<file path="src/hdl/dda_pkg.sv">
// Shared constants and codes for the line point stepper.
`default_nettype none

package dda_pkg;

    // Default coordinate width and fixed tag width
    localparam int COORD_BITS_DEF = 10;
    localparam int MATERIAL_BITS  = 8;

    // Function codes of an input word
    typedef enum logic {
        t_FUNC_LOAD = 1'b0,
        t_FUNC_STEP = 1'b1
    } t_func;

endpackage

`default_nettype wire

</file>
<file path="src/hdl/dda_in_stage.sv">
// Input register: holds one incoming word until the core takes it.
`default_nettype none

module dda_in_stage #(
    parameter int COORD_BITS = dda_pkg::COORD_BITS_DEF
) (
    input  wire logic                           i_clk,
    input  wire logic                           i_rst_n,
    // upstream side
    input  wire logic                           i_valid,
    output      logic                           o_ready,
    input  wire logic                           i_func,
    input  wire logic [COORD_BITS-1:0]          i_x_start,
    input  wire logic [COORD_BITS-1:0]          i_y_start,
    input  wire logic [COORD_BITS-1:0]          i_x_end,
    input  wire logic [COORD_BITS-1:0]          i_y_end,
    input  wire logic [dda_pkg::MATERIAL_BITS-1:0] i_material,
    // core side
    input  wire logic                           i_take,
    output      logic                           o_item_valid,
    output      logic                           o_func,
    output      logic [COORD_BITS-1:0]          o_x_start,
    output      logic [COORD_BITS-1:0]          o_y_start,
    output      logic [COORD_BITS-1:0]          o_x_end,
    output      logic [COORD_BITS-1:0]          o_y_end,
    output      logic [dda_pkg::MATERIAL_BITS-1:0] o_material
);
    import dda_pkg::*;

    logic                     r_valid;
    logic                     r_func;
    logic [COORD_BITS-1:0]    r_x_start, r_y_start, r_x_end, r_y_end;
    logic [MATERIAL_BITS-1:0] r_material;

    // Free when empty or when the held word leaves this cycle
    assign o_ready = !r_valid || i_take;

    // Valid flag
    always_ff @(posedge i_clk) begin
        if (!i_rst_n) begin
            r_valid <= 1'b0;
        end else if (o_ready) begin
            r_valid <= i_valid;
        end
    end

    // Payload, no reset needed
    always_ff @(posedge i_clk) begin
        if (o_ready && i_valid) begin
            r_func     <= i_func;
            r_x_start  <= i_x_start;
            r_y_start  <= i_y_start;
            r_x_end    <= i_x_end;
            r_y_end    <= i_y_end;
            r_material <= i_material;
        end
    end

    assign o_item_valid = r_valid;
    assign o_func       = r_func;
    assign o_x_start    = r_x_start;
    assign o_y_start    = r_y_start;
    assign o_x_end      = r_x_end;
    assign o_y_end      = r_y_end;
    assign o_material   = r_material;

endmodule

`default_nettype wire

</file>
<file path="src/hdl/dda_core.sv">
// Line state and next point: one load or step per cycle, a step needs room.
`default_nettype none

module dda_core #(
    parameter int COORD_BITS = dda_pkg::COORD_BITS_DEF
) (
    input  wire logic                           i_clk,
    input  wire logic                           i_rst_n,
    input  wire logic                           i_item_valid,
    input  wire logic                           i_out_free,
    input  wire logic                           i_func,
    input  wire logic [COORD_BITS-1:0]          i_x_start,
    input  wire logic [COORD_BITS-1:0]          i_y_start,
    input  wire logic [COORD_BITS-1:0]          i_x_end,
    input  wire logic [COORD_BITS-1:0]          i_y_end,
    input  wire logic [dda_pkg::MATERIAL_BITS-1:0] i_material,
    output      logic                           o_take,
    output      logic                           o_push,
    output      logic                           o_valid_res,
    output      logic [COORD_BITS-1:0]          o_point_x,
    output      logic [COORD_BITS-1:0]          o_point_y,
    output      logic [dda_pkg::MATERIAL_BITS-1:0] o_point_material,
    output      logic                           o_final_point
);
    import dda_pkg::*;

    localparam int LW = COORD_BITS + 1;   // length, count, offset
    localparam int EW = COORD_BITS + 2;   // error term

    logic                     r_line_active, r_steep_mode, r_major_sign;
    logic [COORD_BITS-1:0]    r_origin_x, r_origin_y;
    logic [LW-1:0]            r_major_length, r_step_count;
    logic signed [LW-1:0]     r_minor_delta, r_minor_offset;
    logic signed [EW-1:0]     r_error_term;
    logic [MATERIAL_BITS-1:0] r_line_material;

    logic                     is_load, is_step;
    logic signed [LW-1:0]     dx, dy;
    logic [LW-1:0]            adx, ady;
    logic                     ld_steep;
    logic [LW-1:0]            omaj, omin, maj_sum;
    logic signed [LW-1:0]     mnr_sum;
    logic                     done, last;
    logic signed [EW-1:0]     err_sum, len_ext;

    // Handshake: a load never produces a word, a step needs room downstream
    assign is_load = i_item_valid && (i_func == t_FUNC_LOAD);
    assign is_step = i_item_valid && (i_func == t_FUNC_STEP) && i_out_free;
    assign o_take  = is_load || is_step;
    assign o_push  = is_step;

    // Load: deltas and major axis choice (ties go to x)
    always_comb begin
        dx       = $signed({1'b0, i_x_end}) - $signed({1'b0, i_x_start});
        dy       = $signed({1'b0, i_y_end}) - $signed({1'b0, i_y_start});
        adx      = dx[LW-1] ? LW'(-dx) : LW'(dx);
        ady      = dy[LW-1] ? LW'(-dy) : LW'(dy);
        ld_steep = ady > adx;
    end

    // Step: current point and next error term
    always_comb begin
        omaj    = r_steep_mode ? {1'b0, r_origin_y} : {1'b0, r_origin_x};
        omin    = r_steep_mode ? {1'b0, r_origin_x} : {1'b0, r_origin_y};
        maj_sum = r_major_sign ? (omaj - r_step_count) : (omaj + r_step_count);
        mnr_sum = $signed(omin) + r_minor_offset;
        done    = !r_line_active || (r_step_count >= r_major_length);
        last    = r_step_count == (r_major_length - LW'(1));
        err_sum = r_error_term + {r_minor_delta[LW-1], r_minor_delta};
        len_ext = $signed({1'b0, r_major_length});
    end

    // Result fields, zero when the line is finished
    always_comb begin
        o_valid_res      = !done;
        o_point_x        = '0;
        o_point_y        = '0;
        o_point_material = '0;
        o_final_point    = 1'b0;
        if (!done) begin
            o_point_x        = r_steep_mode ? mnr_sum[COORD_BITS-1:0]
                                            : maj_sum[COORD_BITS-1:0];
            o_point_y        = r_steep_mode ? maj_sum[COORD_BITS-1:0]
                                            : mnr_sum[COORD_BITS-1:0];
            o_point_material = r_line_material;
            o_final_point    = last;
        end
    end

    // Line state
    always_ff @(posedge i_clk) begin
        if (!i_rst_n) begin
            r_line_active   <= 1'b0;
            r_steep_mode    <= 1'b0;
            r_major_sign    <= 1'b0;
            r_origin_x      <= '0;
            r_origin_y      <= '0;
            r_major_length  <= '0;
            r_minor_delta   <= '0;
            r_step_count    <= '0;
            r_minor_offset  <= '0;
            r_error_term    <= '0;
            r_line_material <= '0;
        end else if (is_load) begin
            r_origin_x      <= i_x_start;
            r_origin_y      <= i_y_start;
            r_line_material <= i_material;
            r_steep_mode    <= ld_steep;
            r_major_sign    <= ld_steep ? dy[LW-1] : dx[LW-1];
            r_major_length  <= ld_steep ? ady : adx;
            r_minor_delta   <= ld_steep ? dx : dy;
            r_step_count    <= '0;
            r_minor_offset  <= '0;
            r_error_term    <= '0;
            r_line_active   <= ld_steep ? (ady != '0) : (adx != '0);
        end else if (is_step) begin
            if (done) begin
                r_line_active <= 1'b0;
            end else begin
                r_step_count <= r_step_count + LW'(1);
                if (err_sum >= len_ext) begin
                    r_error_term   <= err_sum - len_ext;
                    r_minor_offset <= r_minor_offset + LW'(1);
                end else if (err_sum < 0) begin
                    r_error_term   <= err_sum + len_ext;
                    r_minor_offset <= r_minor_offset - LW'(1);
                end else begin
                    r_error_term   <= err_sum;
                end
                if (last) begin
                    r_line_active <= 1'b0;
                end
            end
        end
    end

    // Checks on the line state
    a_count_bound: assert property (@(posedge i_clk) disable iff (!i_rst_n)
        r_step_count <= r_major_length)
        else $error("step count ran past line length");

    a_error_range: assert property (@(posedge i_clk) disable iff (!i_rst_n)
        r_line_active |-> (r_error_term >= 0) && (r_error_term < len_ext))
        else $error("error term out of range");

    a_zero_line: assert property (@(posedge i_clk) disable iff (!i_rst_n)
        (is_load && (i_x_start == i_x_end) && (i_y_start == i_y_end))
        |=> !r_line_active)
        else $error("zero-length line left active");

endmodule

`default_nettype wire

</file>
<file path="src/hdl/dda_out_stage.sv">
// Result register: holds one result word until downstream takes it.
`default_nettype none

module dda_out_stage #(
    parameter int COORD_BITS = dda_pkg::COORD_BITS_DEF
) (
    input  wire logic                           i_clk,
    input  wire logic                           i_rst_n,
    input  wire logic                           i_push,
    input  wire logic                           i_valid_res,
    input  wire logic [COORD_BITS-1:0]          i_point_x,
    input  wire logic [COORD_BITS-1:0]          i_point_y,
    input  wire logic [dda_pkg::MATERIAL_BITS-1:0] i_point_material,
    input  wire logic                           i_final_point,
    output      logic                           o_free,
    output      logic                           o_valid,
    input  wire logic                           i_ready,
    output      logic                           o_valid_res,
    output      logic [COORD_BITS-1:0]          o_point_x,
    output      logic [COORD_BITS-1:0]          o_point_y,
    output      logic [dda_pkg::MATERIAL_BITS-1:0] o_point_material,
    output      logic                           o_final_point
);
    import dda_pkg::*;

    logic                     r_valid;
    logic                     r_valid_res, r_final_point;
    logic [COORD_BITS-1:0]    r_point_x, r_point_y;
    logic [MATERIAL_BITS-1:0] r_point_material;

    // Room for a new word when empty or being drained
    assign o_free = !r_valid || i_ready;

    always_ff @(posedge i_clk) begin
        if (!i_rst_n) begin
            r_valid <= 1'b0;
        end else if (o_free) begin
            r_valid <= i_push;
        end
    end

    always_ff @(posedge i_clk) begin
        if (i_push && o_free) begin
            r_valid_res      <= i_valid_res;
            r_point_x        <= i_point_x;
            r_point_y        <= i_point_y;
            r_point_material <= i_point_material;
            r_final_point    <= i_final_point;
        end
    end

    assign o_valid          = r_valid;
    assign o_valid_res      = r_valid_res;
    assign o_point_x        = r_point_x;
    assign o_point_y        = r_point_y;
    assign o_point_material = r_point_material;
    assign o_final_point    = r_final_point;

    // The core only pushes when there is room
    a_no_overrun: assert property (@(posedge i_clk) disable iff (!i_rst_n)
        i_push |-> o_free)
        else $error("result word overwritten");

    // A finished-line word carries zero fields
    a_empty_zero: assert property (@(posedge i_clk) disable iff (!i_rst_n)
        (o_valid && !o_valid_res) |-> (o_point_x == '0) && (o_point_y == '0)
            && (o_point_material == '0) && !o_final_point)
        else $error("empty result with nonzero fields");

endmodule

`default_nettype wire

</file>
<file path="src/hdl/dda_line_point_stepper_top.sv">
// Top level of the DDA line point stepper.
//
//  channel   direction  handshake          fields
//  input     in         i_valid / o_ready  i_func, i_x_start, i_y_start, i_x_end,
//                                          i_y_end, i_material
//  result    out        o_valid / i_ready  o_valid_res, o_point_x, o_point_y,
//                                          o_point_material, o_final_point
//
// One word per cycle while the result side is not stalled; a step word passes the
// input register, then the state update writes the result register.
// A load word gives no result; each step word gives exactly one.
// The incremental error update (one add, one compare, one correction) sets the
// per-cycle path. Reset is synchronous and clears the line state (no line).
// A stall on the result side holds the result register, then the input register.
`default_nettype none

module dda_line_point_stepper_top #(
    parameter int COORD_BITS = dda_pkg::COORD_BITS_DEF
) (
    input  wire logic                           i_clk,
    input  wire logic                           i_rst_n,
    input  wire logic                           i_valid,
    output      logic                           o_ready,
    input  wire logic                           i_func,
    input  wire logic [COORD_BITS-1:0]          i_x_start,
    input  wire logic [COORD_BITS-1:0]          i_y_start,
    input  wire logic [COORD_BITS-1:0]          i_x_end,
    input  wire logic [COORD_BITS-1:0]          i_y_end,
    input  wire logic [dda_pkg::MATERIAL_BITS-1:0] i_material,
    output      logic                           o_valid,
    input  wire logic                           i_ready,
    output      logic                           o_valid_res,
    output      logic [COORD_BITS-1:0]          o_point_x,
    output      logic [COORD_BITS-1:0]          o_point_y,
    output      logic [dda_pkg::MATERIAL_BITS-1:0] o_point_material,
    output      logic                           o_final_point
);
    import dda_pkg::*;

    logic                     item_valid, item_func, take, push, out_free;
    logic [COORD_BITS-1:0]    item_xs, item_ys, item_xe, item_ye;
    logic [MATERIAL_BITS-1:0] item_mat;
    logic                     res_valid, res_final;
    logic [COORD_BITS-1:0]    res_x, res_y;
    logic [MATERIAL_BITS-1:0] res_mat;

    dda_in_stage #(.COORD_BITS(COORD_BITS)) u_in (
        .i_clk        (i_clk),
        .i_rst_n      (i_rst_n),
        .i_valid      (i_valid),
        .o_ready      (o_ready),
        .i_func       (i_func),
        .i_x_start    (i_x_start),
        .i_y_start    (i_y_start),
        .i_x_end      (i_x_end),
        .i_y_end      (i_y_end),
        .i_material   (i_material),
        .i_take       (take),
        .o_item_valid (item_valid),
        .o_func       (item_func),
        .o_x_start    (item_xs),
        .o_y_start    (item_ys),
        .o_x_end      (item_xe),
        .o_y_end      (item_ye),
        .o_material   (item_mat)
    );

    dda_core #(.COORD_BITS(COORD_BITS)) u_core (
        .i_clk            (i_clk),
        .i_rst_n          (i_rst_n),
        .i_item_valid     (item_valid),
        .i_out_free       (out_free),
        .i_func           (item_func),
        .i_x_start        (item_xs),
        .i_y_start        (item_ys),
        .i_x_end          (item_xe),
        .i_y_end          (item_ye),
        .i_material       (item_mat),
        .o_take           (take),
        .o_push           (push),
        .o_valid_res      (res_valid),
        .o_point_x        (res_x),
        .o_point_y        (res_y),
        .o_point_material (res_mat),
        .o_final_point    (res_final)
    );

    dda_out_stage #(.COORD_BITS(COORD_BITS)) u_out (
        .i_clk            (i_clk),
        .i_rst_n          (i_rst_n),
        .i_push           (push),
        .i_valid_res      (res_valid),
        .i_point_x        (res_x),
        .i_point_y        (res_y),
        .i_point_material (res_mat),
        .i_final_point    (res_final),
        .o_free           (out_free),
        .o_valid          (o_valid),
        .i_ready          (i_ready),
        .o_valid_res      (o_valid_res),
        .o_point_x        (o_point_x),
        .o_point_y        (o_point_y),
        .o_point_material (o_point_material),
        .o_final_point    (o_final_point)
    );

endmodule

`default_nettype wire

</file>
<file path="config.mk">
export PLATFORM = sky130hd
export DESIGN_NAME = dda_line_point_stepper_top
export DESIGN_NICKNAME = d
export VERILOG_FILES = /design/src/hdl/dda_pkg.sv /design/src/hdl/dda_in_stage.sv /design/src/hdl/dda_core.sv /design/src/hdl/dda_out_stage.sv /design/src/hdl/dda_line_point_stepper_top.sv
export SDC_FILE = /design/constraint.sdc
export NUM_CORES = 1
export LEC_CHECK = 0
export BUFFER_PORTS_ARGS = -buffer_cell sky130_fd_sc_hd__clkbuf_2
export CORE_ASPECT_RATIO = 0.5
export CORE_MARGIN = 5
export CORE_UTILIZATION = 45
export DETAILED_ROUTE_END_ITERATION = 12
export PLACE_DENSITY = 0.66
export REMOVE_ABC_BUFFERS = 1
export SLEW_MARGIN = 40
export SYNTH_ARGS = -nofsm -noshare
export SYNTH_HDL_FRONTEND = slang
export SYNTH_SLANG_ARGS = --single-unit
</file>
<file path="constraint.sdc">
create_clock -name i_clk -period 12.1 [get_ports i_clk]
set_input_delay 3.025 -clock i_clk [delete_from_list [all_inputs] [get_ports i_clk]]
set_output_delay 3.025 -clock i_clk [all_outputs]
set_load 0.005 [all_outputs]
</file>
==> metrics.md <==
| Metric | Value |
|---|---|
| Crit Path Class | in -> out |
| Initial core utilization | 45.8% |
| Async set or reset register ratio after synthesis | 0% |
| Top cell by count, worst path | clkbuf_2 |
| Max Slew Vio Count | 0 |
| DP Worst Slack | 5.25 ns |
| Ports | 85 |
| Vias per cell | 5.59 |
| Number of global-route vias before repair | 9140 |
| Die Ht | 123 um |
| Dpl hpwl | 23600 um |
| Crit path launch type | primary input |
| Root Buffer | clkbuf_16 |
| Outcome | finished clean |
| Rows | 41 |
| Synth top area share | 20.5% |
| Hold Path Class | reg -> reg |
| Area of the core | 0.0253 sq mm |
| Hold_sp | u_core.r_line_material[3] |
| H-tree Lvls | 4 |
| Rel. slew slack | 45.7% |
| Gr usage total | 21.4% |
| Largest net degree at the start of global routing | 60 |
| Worst-path cell chain | clkbuf_2 -> nor2b_1 -> nand3_1 -> clkbuf_2 |
| LEAKAGE | 5.30 nW |
| Largest buffer count on any clock path | 2 |
| Fin crit share | 56.6% |
| IO buf count | 84 |
| Endpoint class of the critical path | output pin |
| Gate count of the mapped netlist | 1305 |
| Delay of the slowest critical-path stage | 0.41 ns |
| Worst-Skew Late Latency | 0.46 ns |
| CP required | 9.07 ns |
| Die area | 0.0293 sq mm |
| Fin crit period | 6.85 ns |
| DR iter-0 viols | 814 |
| Layout net count | 1531 |
| Slew @ Worst Pin | 0.813 ns |
| Wirelength, routed | 30800 um |
| Total CTS buffers | 17 |
| # hold bufs at CTS | 0 |
| CTS tree | done |
| Post-CTS sizing | 0 |
| Setup repair bufs after CTS | 0 |
| Diodes inserted | 0 |
| Dominant cells by area after synthesis | edfxtp_1 20%, dfxtp_1 15%, ha_1 12%, xnor2_1 5.1%, a21oi_1 5.0% |
| Hold Fails Final Rpt | 0 |
| Area grow syn2layout | 11.2% |
| Pwr Density | 140 mW/mm^2 |
| Top FF cell, synth | dfxtp_1 |
| Post-route DRC | 0 |
| DR vias | 9613 |
| Clock Skew | 0.0106 ns |
| FF+latch count, synth | 167 |
| Sequential-to-total area share from yosys stat | 35.7% |
| Worst setup path start | i_ready |
| Number of antenna violations at the first check in global routing | 0 |
| RSZ-0062 raised after global routing | no |
| YS warnings | 0 |
| Peak Freq | 146 MHz |
| First-pass GRT wire length | 49100 um |
| Share of cells above drive strength 1 | 12.0% |
| Grt ovf | 0 |
| Routability cong. | 0.935 |
| Number of max-cap violations | 0 |
| Die Wd | 237 um |
| Synth cell types | 78 |
| Post-route ant nets | 0 |
| Setup TNS | 0 ns |
| Critical path fanouts, max | 5 |
| Peak supply drop | 0.109 mV |
| Final Util | 51.0% |
| Crit Reg-Reg Startpoint | u_core.r_error_term[0] |
| Initial DRT Pass Iterations | 7 |
| Reg clk slew, reported paths | 0.06 ns |
| Post-synth EDFFs | 79 |
| Syn_area_per_cell | 8.88 sq um |
| Crit path DAT | 3.82 ns |
| Setup violators final | 0 |
| Routed len/inst | 17.9 um |
| CTS Sinks | 167 |
| Cell accounting for the most synthesized area | edfxtp_1 |
| Critical-path top delay cell | nor2b_1 |
| Mapped cell area | 0.0116 sq mm |
| Setup ws final | 5.25 ns |
==> flip-flops by register name (all words and copies together) (netlist names) <==
signal and cells:
u_core.r_error_term 12, u_in.o_item_valid 1, u_core.r_major_sign 1, u_out.o_final_point 1, u_core.r_line_material 8, u_core.r_line_active 1
u_in.o_func 1, u_core.r_minor_offset 10, u_out.o_valid 1, u_core.r_step_count 11, u_in.o_x_end 10, u_out.o_point_y 10
u_core.r_minor_delta 11, u_core.r_major_length 11, u_in.o_y_end 10, u_out.o_point_x 10, u_in.o_y_start 10, u_in.o_material 8
u_out.o_valid_res 1, u_core.r_origin_x 10, u_core.r_steep_mode 1, u_out.o_point_material 8, u_core.r_origin_y 10, u_in.o_x_start 10
==> Yosys cell counts, drive strengths merged, types with 27 or more instances <==
cell type  count
ha           107
edfxtp        79
inv           79
dfxtp         88
mux2i         36
nor3          27
xor2          38
a21oi        115
xnor2         68
clkbuf        44
nand2        133
nor2         130
nand3         29
o21ai         56
==> kinds of logic after synthesis <==
group                    synth area share, %
AO/OA/AOI/OAI                           16.9
XOR/XNOR                                8.07
adder cells (fa/ha/maj)                 12.9
buffers and inverters                   4.38
flip-flops                              35.7
multiplexers                            4.86
AND/OR/NAND/NOR                         17.2
==> worst paths after layout <==
check	depth (start not counted)	end	slack [ns]
worst max register to register	24	u_core.r_minor_offset[9]	5.29
worst min-delay path	2	u_core.r_line_material[3]	0.45
worst min register to register	2	u_core.r_line_material[3]	0.45
worst max-delay path	4	o_ready	5.25
==> worst max-delay path, delay by kind of cell <==
family | cells | cell delay (ns)
simple gates | 2 | 0.58
buf+inv | 2 | 0.22
==> report_power, final <==
part           switching, mW  internal [mW]
Combinational          0.383          0.250
Sequential            0.0279          0.615
Clock                  0.251          0.281
==> per-layer routing <==
layer / vias to the layer above / global-route usage, % / part of all wire [%]
li1: 4773 / - / -
met1: 4521 / 31.1 / 49
met2: 288 / 32.9 / 43
met3: 31 / 4.26 / 7.6
met4: 0 / 5.44 / 1.3
met5: - / 0 / 0
==> cell usage in the layout (no fill, tap or decap), types with 42 or more instances in the layout <==
cell,instances
edfxtp_1,79
ha_1,107
inv_1,78
o21ai_0,42
a21oi_1,115
clkbuf_2,84
nor2_1,128
xnor2_1,68
nand2_1,132
dfxtp_1,87
==> layout make-up <==
| cell class | count | area, sq um |
|---|---|---|
| clock buffers | 19 | 454 |
| inverters | 79 | 297 |
| clock inverters | 13 | 111 |
| multi-input cells | 1006 | 6980 |
| well taps | 344 | 430 |
| flip-flops and latches | 167 | 4140 |
| fillers | 2412 | 12400 |
| repair buffers | 92 | 480 |
==> through the flow <==
step	total power, mW	cells	hold WS (ns)	instance area [sq um]
final	1.81	1720	0.450	12900
after global routing	1.92	1720	0.479	12900
after CTS	1.82	1720	0.453	12900
after detailed placement	1.28	1688	0.444	12300
after global placement	1.27	1688	0.437	12300
after floorplan	1.12	1252	0.431	11400
(Power assumes the default switching activity.)
